[src/rtl/drc_pkg.sv]
package drc_pkg;

  localparam int MAX_REGIONS = 16;
  localparam int SLOT_W = (MAX_REGIONS > 1) ? $clog2(MAX_REGIONS) : 1;
  localparam int CNT_W = $clog2(MAX_REGIONS + 1);
  localparam int EDGE_W = 14;
  localparam int CFG_IDX_W = 2;
  localparam int CFG_DATA_W = 16;

  // result actions
  localparam logic [2:0] ACT_CLEARED  = 3'd0;
  localparam logic [2:0] ACT_EMPTY    = 3'd1;
  localparam logic [2:0] ACT_MERGED   = 3'd2;
  localparam logic [2:0] ACT_APPENDED = 3'd3;
  localparam logic [2:0] ACT_FULL     = 3'd4;

  // register indexes
  localparam logic [CFG_IDX_W-1:0] REG_FRAME_WIDTH  = 2'd0;
  localparam logic [CFG_IDX_W-1:0] REG_FRAME_HEIGHT = 2'd1;
  localparam logic [CFG_IDX_W-1:0] REG_SCALE        = 2'd2;

  localparam logic [15:0] SCALE_ONE = 16'd4096;

  typedef struct packed {
    logic               cmd;
    logic signed [23:0] origin_x;
    logic signed [23:0] origin_y;
    logic [22:0]        extent_w;
    logic [22:0]        extent_h;
  } in_item_t;

  typedef struct packed {
    logic [2:0]  action;
    logic [3:0]  slot;
    logic [13:0] edge_left;
    logic [13:0] edge_top;
    logic [13:0] edge_right;
    logic [13:0] edge_bottom;
    logic [4:0]  entry_count;
  } out_item_t;

  typedef struct packed {
    logic [EDGE_W-1:0] l;
    logic [EDGE_W-1:0] t;
    logic [EDGE_W-1:0] r;
    logic [EDGE_W-1:0] b;
  } rect_t;

  typedef struct packed {
    logic [EDGE_W-1:0] frame_width;
    logic [EDGE_W-1:0] frame_height;
    logic [15:0]       scale;
  } cfg_t;

  // pixel rectangle leaving the front end
  typedef struct packed {
    logic  valid;
    logic  cmd;
    rect_t rect;
  } launch_t;

  // search token walking the cell row
  typedef struct packed {
    logic              valid;
    rect_t             rect;
    logic              found;
    logic [SLOT_W-1:0] slot;
    rect_t             hit_rect;
  } token_t;

endpackage

[src/rtl/drc_cell.sv]
module drc_cell (
  input  logic                        clk,
  input  logic                        rst,
  input  logic [drc_pkg::SLOT_W-1:0]  idx,
  input  logic                        active,
  input  logic                        wr_en,
  input  drc_pkg::rect_t              wr_rect,
  input  drc_pkg::token_t             tin,
  output drc_pkg::token_t             tout
);

  drc_pkg::rect_t entry;
  drc_pkg::rect_t merged;
  logic           hit;

  // overlap or shared edge
  assign hit = tin.valid && !tin.found && active &&
               (entry.l <= tin.rect.r) && (entry.r >= tin.rect.l) &&
               (entry.t <= tin.rect.b) && (entry.b >= tin.rect.t);

  always_comb begin
    merged.l = (tin.rect.l < entry.l) ? tin.rect.l : entry.l;
    merged.t = (tin.rect.t < entry.t) ? tin.rect.t : entry.t;
    merged.r = (tin.rect.r > entry.r) ? tin.rect.r : entry.r;
    merged.b = (tin.rect.b > entry.b) ? tin.rect.b : entry.b;
  end

  always_ff @(posedge clk) begin
    if (wr_en) begin
      entry <= wr_rect;
    end else if (hit) begin
      entry <= merged;
    end

    if (rst) begin
      tout <= '0;
    end else begin
      tout.valid <= tin.valid;
      tout.rect <= tin.rect;
      tout.found <= tin.found || hit;
      tout.slot <= hit ? idx : tin.slot;
      tout.hit_rect <= hit ? merged : tin.hit_rect;
    end
  end

endmodule
[config.mk]
export PLATFORM = sky130hd
export DESIGN_NAME = drc_cell
export DESIGN_NICKNAME = d
export VERILOG_FILES = /design/src/rtl/drc_pkg.sv /design/src/rtl/drc_cell.sv
export SDC_FILE = /design/constraint.sdc
export NUM_CORES = 1
export LEC_CHECK = 0
export BUFFER_PORTS_ARGS = -buffer_cell sky130_fd_sc_hd__buf_2
export CAP_MARGIN = 10
export CORE_MARGIN = 2
export CORE_UTILIZATION = 56
export CTS_CLUSTER_DIAMETER = 50
export DETAILED_ROUTE_END_ITERATION = 10
export PLACE_DENSITY = 0.87
export SYNTH_ARGS = -nofsm -noshare
export SYNTH_HDL_FRONTEND = slang
export SYNTH_SLANG_ARGS = --single-unit
[constraint.sdc]
create_clock -name clk -period 10.9 [get_ports clk]
set_input_delay 2.18 -clock clk [delete_from_list [all_inputs] [get_ports clk]]
set_output_delay 2.18 -clock clk [all_outputs]
set_load 0.01 [all_outputs]
==> metrics.md <==
| Metric | Value |
|---|---|
| Outcome | finished clean |
| Max Cap Viol | 0 |
| CTS tree | done |
| Post-synth ARST share | 0% |
| Clock power share | a little over a third |
| Clock Tree Root | clkbuf_16 |
| Total wire length | 29370 um |
| Tmin final | 5.442 ns |
| DR iter-0 viols | 677 |
| Die area | about 0.018 sq mm |
| Gate Count Post-Synth | 963 |
| Starting Density | a little under three fifths |
| Int Power | between 1 and 1.5 mW |
| Vias in the first global route | approximately 8.6k |
| Fmax | 0.1838 GHz |
| GRT overflow | 0 |
| DR WL/cell | 19.95 um |
| Placement Setup Slack | 5.076 ns |
| Die X | ~130 um |
| Drt first pass iters | 5 |
| Sw Ratio | 29.94% |
| Worst Slack Setup Final | 5.458 ns |
| Htree depth | 4 |
| Final Hold Fails | 0 |
| Top-Level Pins | 300 |
| Antenna violations before repair | 0 |
| Vias per cell | 5.810 |
| Post-CTS resize count | 0 |
| Post-CTS setup buffer count | 0 |
| Largest net degree at the start of global routing | 74 |
| Placement Cell Area | 0.01106 sq mm |
| Post-synth EDFFs | 56 |
| Row count | 47 |
| Clock Sinks | about 170 |
| Peak supply drop | 0.0001182 V |
| Vias | 8552 |
| Total nets after synthesis | 1255 |
| Layout cell share with drive strength beyond 1 | 33.09% |
| Clock Latency Late Sink | roughly 0.44 ns |
| Ys flop type | dfxtp_1 |
| RSZ-0062 raised after global routing | false |
| Clock Path Buffers | 2 |
| Slew Limit Fails | 0 |
| Psw | 546.7 uW |
| HPWL reported at the end of detailed placement | 20840 um |
| Final Cell Area | 0.01170 sq mm |
| Worst Path Arrival | 5.53 ns |
| Fin nets | 1530 |
| Mapped cell area | roughly 0.0095 sq mm |
| Post-Layout Cell Count | between 1k and 1.5k |
| Area growth from synthesis to layout | 23.41% |
| I/O Buffers | roughly 300 |
| Pwr dens | 156.1 mW/mm^2 |
| Final setup fails | 0 |
| Remaining antenna violation count | 0 |
| LEAKAGE | ~5.7 nW |
| Measured slew at the worst slew-check pin | between 1 and 1.5 ns |
| Final Cycle Share | 49.93% |
| Combinational Power Share | 23.3% |
| Mapped Avg Cell Area | 9.846 sq um |
| Overall power | between 1.5 and 2 mW |
| WS Path Type | input pin to flop |
| Final Util | between 70 and 80% |
| Setup Skew | 0.01385 ns |
| CTS Hold Bufs | 0 |
| Yosys reg bits | 174 |
| Seq/Total Area, Yosys | between 40% and 50% |
| Critical path required time | 10.99 ns |
| First-pass GRT wire length | roughly 45000 um |
| Core area | 0.01658 sq mm |
| Die Ht | 134.1 um |
| Sequential power share | 40.6% |
| Placed cells | 1438 |
| GRT Total Usage | between 30% and 40% |
| WHS | 0.7430 ns |
| CP Launch Type | input pin |
| Critical Path Sink Type | flop |
| YS warnings | 0 |
| DRC errors left | 0 |
| Clock-pin slew of the registers on the worst-case setup and hold paths | roughly 0.070 ns |
| Fin Setup TNS | 0 ns |
| Synth unique cells | 52 |
| Slew headroom | 21.21% |
| RePlAce Congestion | about 0.95 |
| Worst-path maximum fanout | 62 |
| TritonCTS Buffers | 17 |
| HP Class | flop to flop |
[Yosys cell counts (4+ instances only)]
cell        n  area [sq um]
nor3_2     11         110.1
o21ai_0    29         145.1
o211ai_1    6         45.04
clkbuf_2    4         20.02
nand3_1    37         185.2
ha_1      110          1376
inv_1     112         420.4
nor2b_1     7         43.79
mux2i_1    54         540.5
nand2b_1    4         25.02
dfxtp_1   118          2362
o21ai_1    12         60.06
a21o_1      7         52.55
buf_2      12         60.06
nor2_1     68         255.2
nand2_1    23         86.33
clkbuf_1   25         93.84
nor3_1     48         240.2
mux2_2     58         653.1
a21oi_1    93         465.5
nor4_1      6         37.54
edfxtp_1   56          1682
nand4_1    17         106.4
[layout make-up]
class / instances / area [sq um]
clock buffer: 19 / 432.9
timing repair buffer: 305 / 1556
fill: 1234 / 4882
tap: 220 / 275.3
antenna: 1 / 2.502
inverter: 112 / 420.4
multi-input combinational: 628 / 4782
sequential: 174 / 4044
clock inverter: 13 / 187.7
[critical path, stage by stage]
cell,delay (ns)
buf_2,0.10
inv_1,0.07
ha_1,0.35
nand4_1,0.18
nor4_1,0.54
a21oi_1,0.18
nor2_4,0.11
buf_4,0.62
a21o_2,0.65
buf_4,0.51
[power groups by stage]
stage | clock (mW) | sequential, mW | combinational (mW)
detailed placement | 0 | 0.755 | 0.408
global placement | 0 | 0.755 | 0.395
global route | 0.683 | 0.745 | 0.462
CTS | 0.657 | 0.741 | 0.416
finish | 0.658 | 0.742 | 0.426
floorplan | 0 | 0.763 | 0.258
[cells in the final DEF (no fill, tap or decap), types with 3 or more instances in the layout]
cell       netlist  final
inv_1          112    112
o21ai_0         29     29
mux2_2          58     58
a21oi_1         93     93
clkbuf_16        0     17
o21ai_1         12     12
bufinv_16        0      4
buf_2           12    298
edfxtp_1        56     56
a21o_1           7      6
o21a_1           3      3
o2111ai_1        3      3
a2111o_1         3      3
nor2_1          68     68
a211oi_1         3      3
nor3_1          48     48
nor4_1           6      6
buf_4            3      6
dfxtp_1        118    118
nand2_1         23     23
nand2b_1         4      4
o211ai_1         6      6
ha_1           110    110
nor2b_1          7      7
nand4_1         17     17
nor3_2          11     11
inv_6            0      3
nand3_1         37     37
mux2i_1         54     54
[sequential cells by signal, indices dropped and copies added (netlist names)]
name	cells
entry	56
tout	118
[logic make-up after synthesis]
group                      after synthesis  synth area share [%]
muxes                                  112                 12.59
adders and majority gates              110                 14.52
AOI/OAI and AO/OA                      179                 11.31
and+or+nand+nor                        227                 11.96
buffers and inverters                  161                 6.981
DFF                                    174                 42.65
[path summary, 6_finish.rpt]
check | start | to | slack [ns] | cells after the start
worst max register to register | entry[53] | entry[22] | 6.94 | 8
worst min register to register | entry[28] | tout[28] | 0.74 | 3
worst max-delay path | tin[87] | entry[22] | 5.46 | 10
worst min-delay path | entry[28] | tout[28] | 0.74 | 3
[routing by layer]
metal	track usage [%]	share of wire (%)	up-vias
met5	0	0	-
met4	13.92	3.7	0
met3	6.878	8.1	78
met2	57.26	50	469
met1	37.41	38	4041
li1	-	-	3964
Power figures use the tool's default switching activity.
