===== config.mk =====
export PLATFORM = sky130hd
export DESIGN_NAME = drc_front
export DESIGN_NICKNAME = d
export VERILOG_FILES = /design/src/rtl/drc_pkg.sv /design/src/rtl/drc_front.sv
export SDC_FILE = /design/constraint.sdc
export NUM_CORES = 2
export LEC_CHECK = 0
export BUFFER_PORTS_ARGS = -buffer_cell sky130_fd_sc_hd__buf_2
export CELL_PAD_IN_SITES_DETAIL_PLACEMENT = 1
export CELL_PAD_IN_SITES_GLOBAL_PLACEMENT = 2
export CORE_MARGIN = 5
export CORE_UTILIZATION = 39
export CTS_CLUSTER_DIAMETER = 200
export DETAILED_ROUTE_END_ITERATION = 6
export HOLD_SLACK_MARGIN = 0.02
export PLACE_DENSITY_LB_ADDON = 0.1
export SLEW_MARGIN = 20
export SYNTH_ARGS = -nofsm -noshare
export SYNTH_HDL_FRONTEND = slang
export SYNTH_SLANG_ARGS = --single-unit

===== constraint.sdc =====
create_clock -name clk -period 9.2 [get_ports clk]
set_clock_uncertainty 0.2 [all_clocks]
set_input_delay 0.92 -clock clk [delete_from_list [all_inputs] [get_ports clk]]
set_output_delay 0.92 -clock clk [all_outputs]
set_load 0.03 [all_outputs]

===== src/rtl/drc_pkg.sv =====
package drc_pkg;

  localparam int MAX_REGIONS = 16;
  localparam int SLOT_W = (MAX_REGIONS > 1) ? $clog2(MAX_REGIONS) : 1;
  localparam int CNT_W = $clog2(MAX_REGIONS + 1);
  localparam int EDGE_W = 14;
  localparam int CFG_IDX_W = 2;
  localparam int CFG_DATA_W = 16;

  // result actions
  localparam logic [2:0] ACT_CLEARED  = 3'd0;
  localparam logic [2:0] ACT_EMPTY    = 3'd1;
  localparam logic [2:0] ACT_MERGED   = 3'd2;
  localparam logic [2:0] ACT_APPENDED = 3'd3;
  localparam logic [2:0] ACT_FULL     = 3'd4;

  // register indexes
  localparam logic [CFG_IDX_W-1:0] REG_FRAME_WIDTH  = 2'd0;
  localparam logic [CFG_IDX_W-1:0] REG_FRAME_HEIGHT = 2'd1;
  localparam logic [CFG_IDX_W-1:0] REG_SCALE        = 2'd2;

  localparam logic [15:0] SCALE_ONE = 16'd4096;

  typedef struct packed {
    logic               cmd;
    logic signed [23:0] origin_x;
    logic signed [23:0] origin_y;
    logic [22:0]        extent_w;
    logic [22:0]        extent_h;
  } in_item_t;

  typedef struct packed {
    logic [2:0]  action;
    logic [3:0]  slot;
    logic [13:0] edge_left;
    logic [13:0] edge_top;
    logic [13:0] edge_right;
    logic [13:0] edge_bottom;
    logic [4:0]  entry_count;
  } out_item_t;

  typedef struct packed {
    logic [EDGE_W-1:0] l;
    logic [EDGE_W-1:0] t;
    logic [EDGE_W-1:0] r;
    logic [EDGE_W-1:0] b;
  } rect_t;

  typedef struct packed {
    logic [EDGE_W-1:0] frame_width;
    logic [EDGE_W-1:0] frame_height;
    logic [15:0]       scale;
  } cfg_t;

  // pixel rectangle leaving the front end
  typedef struct packed {
    logic  valid;
    logic  cmd;
    rect_t rect;
  } launch_t;

  // search token walking the cell row
  typedef struct packed {
    logic              valid;
    rect_t             rect;
    logic              found;
    logic [SLOT_W-1:0] slot;
    rect_t             hit_rect;
  } token_t;

endpackage


===== src/rtl/drc_front.sv =====
module drc_front (
  input  logic             clk,
  input  logic             rst,
  input  logic             take,
  input  drc_pkg::in_item_t item,
  input  drc_pkg::cfg_t    cfg,
  output drc_pkg::launch_t launch
);

  // stage 1: logical edges, q21.4 in 26 bits
  logic               s1_valid;
  logic               s1_cmd;
  logic signed [25:0] s1_x0, s1_y0, s1_x1, s1_y1;

  // stage 2: scaled edges, 2^16 below a pixel
  logic               s2_valid;
  logic               s2_cmd;
  logic signed [43:0] s2_pl, s2_pt, s2_pr, s2_pb;

  logic [15:0]        scale_eff;
  logic signed [17:0] scale_mul;
  logic [13:0]        fw_eff, fh_eff;
  logic signed [43:0] ceil_r, ceil_b;

  function automatic logic [13:0] clamp_edge(input logic signed [27:0] q,
                                             input logic [13:0] hi);
    if (q < 0) begin
      return 14'd0;
    end else if (q > $signed({14'd0, hi})) begin
      return hi;
    end else begin
      return q[13:0];
    end
  endfunction

  assign scale_eff = (cfg.scale == 16'd0) ? drc_pkg::SCALE_ONE : cfg.scale;
  assign scale_mul = $signed({2'b00, scale_eff});
  assign fw_eff = (cfg.frame_width == 14'd0) ? 14'd1 : cfg.frame_width;
  assign fh_eff = (cfg.frame_height == 14'd0) ? 14'd1 : cfg.frame_height;

  // ceiling by biasing before the arithmetic shift
  assign ceil_r = s2_pr + 44'sd65535;
  assign ceil_b = s2_pb + 44'sd65535;

  always_ff @(posedge clk) begin
    if (rst) begin
      s1_valid <= 1'b0;
      s2_valid <= 1'b0;
      launch.valid <= 1'b0;
    end else begin
      s1_valid <= take;
      s2_valid <= s1_valid;
      launch.valid <= s2_valid;
    end

    s1_cmd <= item.cmd;
    s1_x0 <= {{2{item.origin_x[23]}}, item.origin_x};
    s1_y0 <= {{2{item.origin_y[23]}}, item.origin_y};
    s1_x1 <= {{2{item.origin_x[23]}}, item.origin_x} + $signed({3'b000, item.extent_w});
    s1_y1 <= {{2{item.origin_y[23]}}, item.origin_y} + $signed({3'b000, item.extent_h});

    s2_cmd <= s1_cmd;
    s2_pl <= s1_x0 * scale_mul;
    s2_pt <= s1_y0 * scale_mul;
    s2_pr <= s1_x1 * scale_mul;
    s2_pb <= s1_y1 * scale_mul;

    launch.cmd <= s2_cmd;
    launch.rect.l <= clamp_edge(s2_pl[43:16], fw_eff);
    launch.rect.t <= clamp_edge(s2_pt[43:16], fh_eff);
    launch.rect.r <= clamp_edge(ceil_r[43:16], fw_eff);
    launch.rect.b <= clamp_edge(ceil_b[43:16], fh_eff);
  end

endmodule


==> impl_metrics.yaml <==
route:
  via_count: 48353
  wl_met1_um: 92000
  drtAntennaViolNets: 0
  wl_met2_um: 106000
  first_pass_iters: 5
  drt_iter0_markers: 1919
  drt_wl_total_um: 213000
  dr.max_layer_used: "met5"
  wl_per_cell_um: 21.8
  viasPerCell: 4.94
  dr_wl_met3_um: 7570
  drc: 0
cts:
  cts_sinks: 294
  htreeDepth: 2
  hold_buffers: 0
  clk_latency_ps: 670
  cts_root_buffer: "clkbuf_16"
  cts_max_path_buffers: 3
  postCtsSetupBuffers: 0
  cts_tree: "done"
  cts_buffers: 43
  clkTransAtPathRegs_ps: 60
  cts_resized: 0
final_layout:
  drive_above_1_share_pct: 5.13
  final_nets: 9619
  syn_to_final_growth_pct: 7.28
  instances_no_fill: 9790
setup_path:
  startpoint_type: "input port"
  cpMaxStageDelayCell: "a41o_4"
  cp_slowest_stage_delay_ps: 570
  setup.worst_path.end_class: "flop"
  cp_max_fo: 20
  arrival_ps: 8240
  crit_type: "input port to flop"
  critPathRequiredTime_ps: 9560
timing:
  timing.fmax_mhz: 127
  maxSlewViolCount: 0
  tightest_slew_ps: 1120
  maxSlewHeadroom_pct: 24.7
  report.final.setup_viol: 0
  fin_crit_sh_pct: 85.6
  fin_crit_ps: 7870
  rsz0062_at_grt: "no"
  hold_viol_final: 0
synthesis:
  synthDominantCellAreaShare_pct: 45.6
  syn_area_per_cell_um2: 9.08
  yosysTopAreaCell: "fa_1"
  synth-seq-cells: 294
  synth_edf_count: 0
  yosysMostFrequentCell: "inv_1"
  synth_area_mm2: 0.0674
  yosys-top-cells-count: "inv_1 (1,900), fa_1 (1,534), nand2_1 (1,040), and2_1 (620), ha_1 (506)"
  synth_area_leaders: "fa_1 (46%), inv_1 (11%), ha_1 (9.4%), dfxtp_1 (8.7%), nand2_1 (5.8%)"
  ys_warn_count: 0
  ys_types: 88
  ys_async_sr_fraction_pct: 0
  synthCells: 7427
  seq_area_frac_synth_pct: 8.73
  ys.flop_type: "dfxtp_1"
  syn-num-nets: 9609
outcome:
  status: "finished clean"
floorplanning:
  rows: 152
  dieHeight_um: 426
  start_util_pct: 39.2
  dieArea_mm2: 0.181
  core-area_mm2: 0.172
  die_x_um: 426
  io_pins: 200
hold_path:
  hold_path_class: "flop to flop"
place:
  io_buffer_count: 199
  gp_congestion: 0.840
  dp_cells: 9702
  hpwl_um: 167000
global_routing:
  grt_pass1_wl_um: 334000
  grt_remaining_overflow: 0
  grt_use_total_pct: 24.2
  grt_max_degree: 99
  grt_pass1_vias: 55548
  antenna_found_initial: 12
flow_run:
  max_cap_viol_count: 0
==> cells in the final DEF, fill, tap and decap left out, types with 13 or more instances in the layout <==
cell type     n
fa_1       1534
o311ai_0     13
ha_1        506
o21bai_1     17
a21o_1       93
a211oi_1     14
a31oi_1      28
and2_1      620
o21ai_0      69
nor3_1       32
nand2b_1     52
nand4_1      37
buf_4        69
and3_1       35
nor2b_1      38
xor2_1       48
buf_2       184
buf_12       13
nand3_1      58
nand2_1    1040
nor4_1       27
clkbuf_16    44
inv_1      1900
dfxtp_1     294
xnor2_1     168
mux2i_1      43
nor2_1      137
a21oi_1     139
o21a_1       25
==> per-stage QoR <==
stage / TNS [ps] / instance area [um2] / utilization [%] / hold slack (ps) / setup slack, ps
floorplan: 0 / 67400 / - / 110 / 1350
global placement: -10210 / 70800 / 41.2 / 113 / -640
detailed placement: 0 / 70900 / 41.3 / 114 / 589
CTS: 0 / 72300 / 42.1 / 87.4 / 1270
global route: 0 / 72300 / 42.1 / 111 / 805
finish: 0 / 72300 / 42.1 / 125 / 1330
==> sequential cells by signal, indices dropped and copies added (netlist names), 25 cells and up <==
register  count
launch       58
s1_x1        25
s1_y1        25
s2_pb        42
s2_pl        25
s2_pr        42
s2_pt        25
==> per-layer routing <==
layer	track usage, %	vias up
met2	42.3	768
met3	2.68	207
met1	31.4	25580
li1	-	21792
met4	7.66	6
met5	0	-
==> final timing paths <==
path | startpoint | endpoint | slack [ps] | depth (start not counted)
setup reg to reg | s1_x0[11] | s2_pl[38] | 1660 | 21
setup / recovery | cfg[3] | s2_pl[38] | 1330 | 27
hold reg to reg | s1_cmd | s2_cmd | 130 | 0
hold / removal | s1_cmd | s2_cmd | 130 | 0
==> layout make-up <==
cell class	count	area [um2]
antenna	9	22.5
clock buffer	51	1140
clock inverter	28	293
fill	19888	99400
inverter	1900	7130
multi-input combinational	4931	53200
sequential	294	5890
tap	2310	2890
timing repair buffer	267	1710
==> kinds of logic after synthesis <==
kind of cell / count (synthesis) / share of synthesized area, %
flip-flops: 294 / 8.73
multiplexers: 45 / 0.678
AND/OR/NAND/NOR: 2128 / 15.5
buffers and inverters: 2202 / 12.3
AO/OA/AOI/OAI: 502 / 5.05
adder cells (fa/ha/maj): 2040 / 55.0
XOR/XNOR: 216 / 2.81
==> critical path, delay by kind of cell <==
| family | cells | cell delay, ps |
|---|---|---|
| and+or+nand+nor | 4 | 1040 |
| AOI/OAI and AO/OA | 9 | 2570 |
| buffers and inverters | 7 | 670 |
| adders and majority gates | 7 | 3000 |
Power is not shown: default switching activity piles up to over one toggle a cycle in this logic, so the estimate is an artifact.
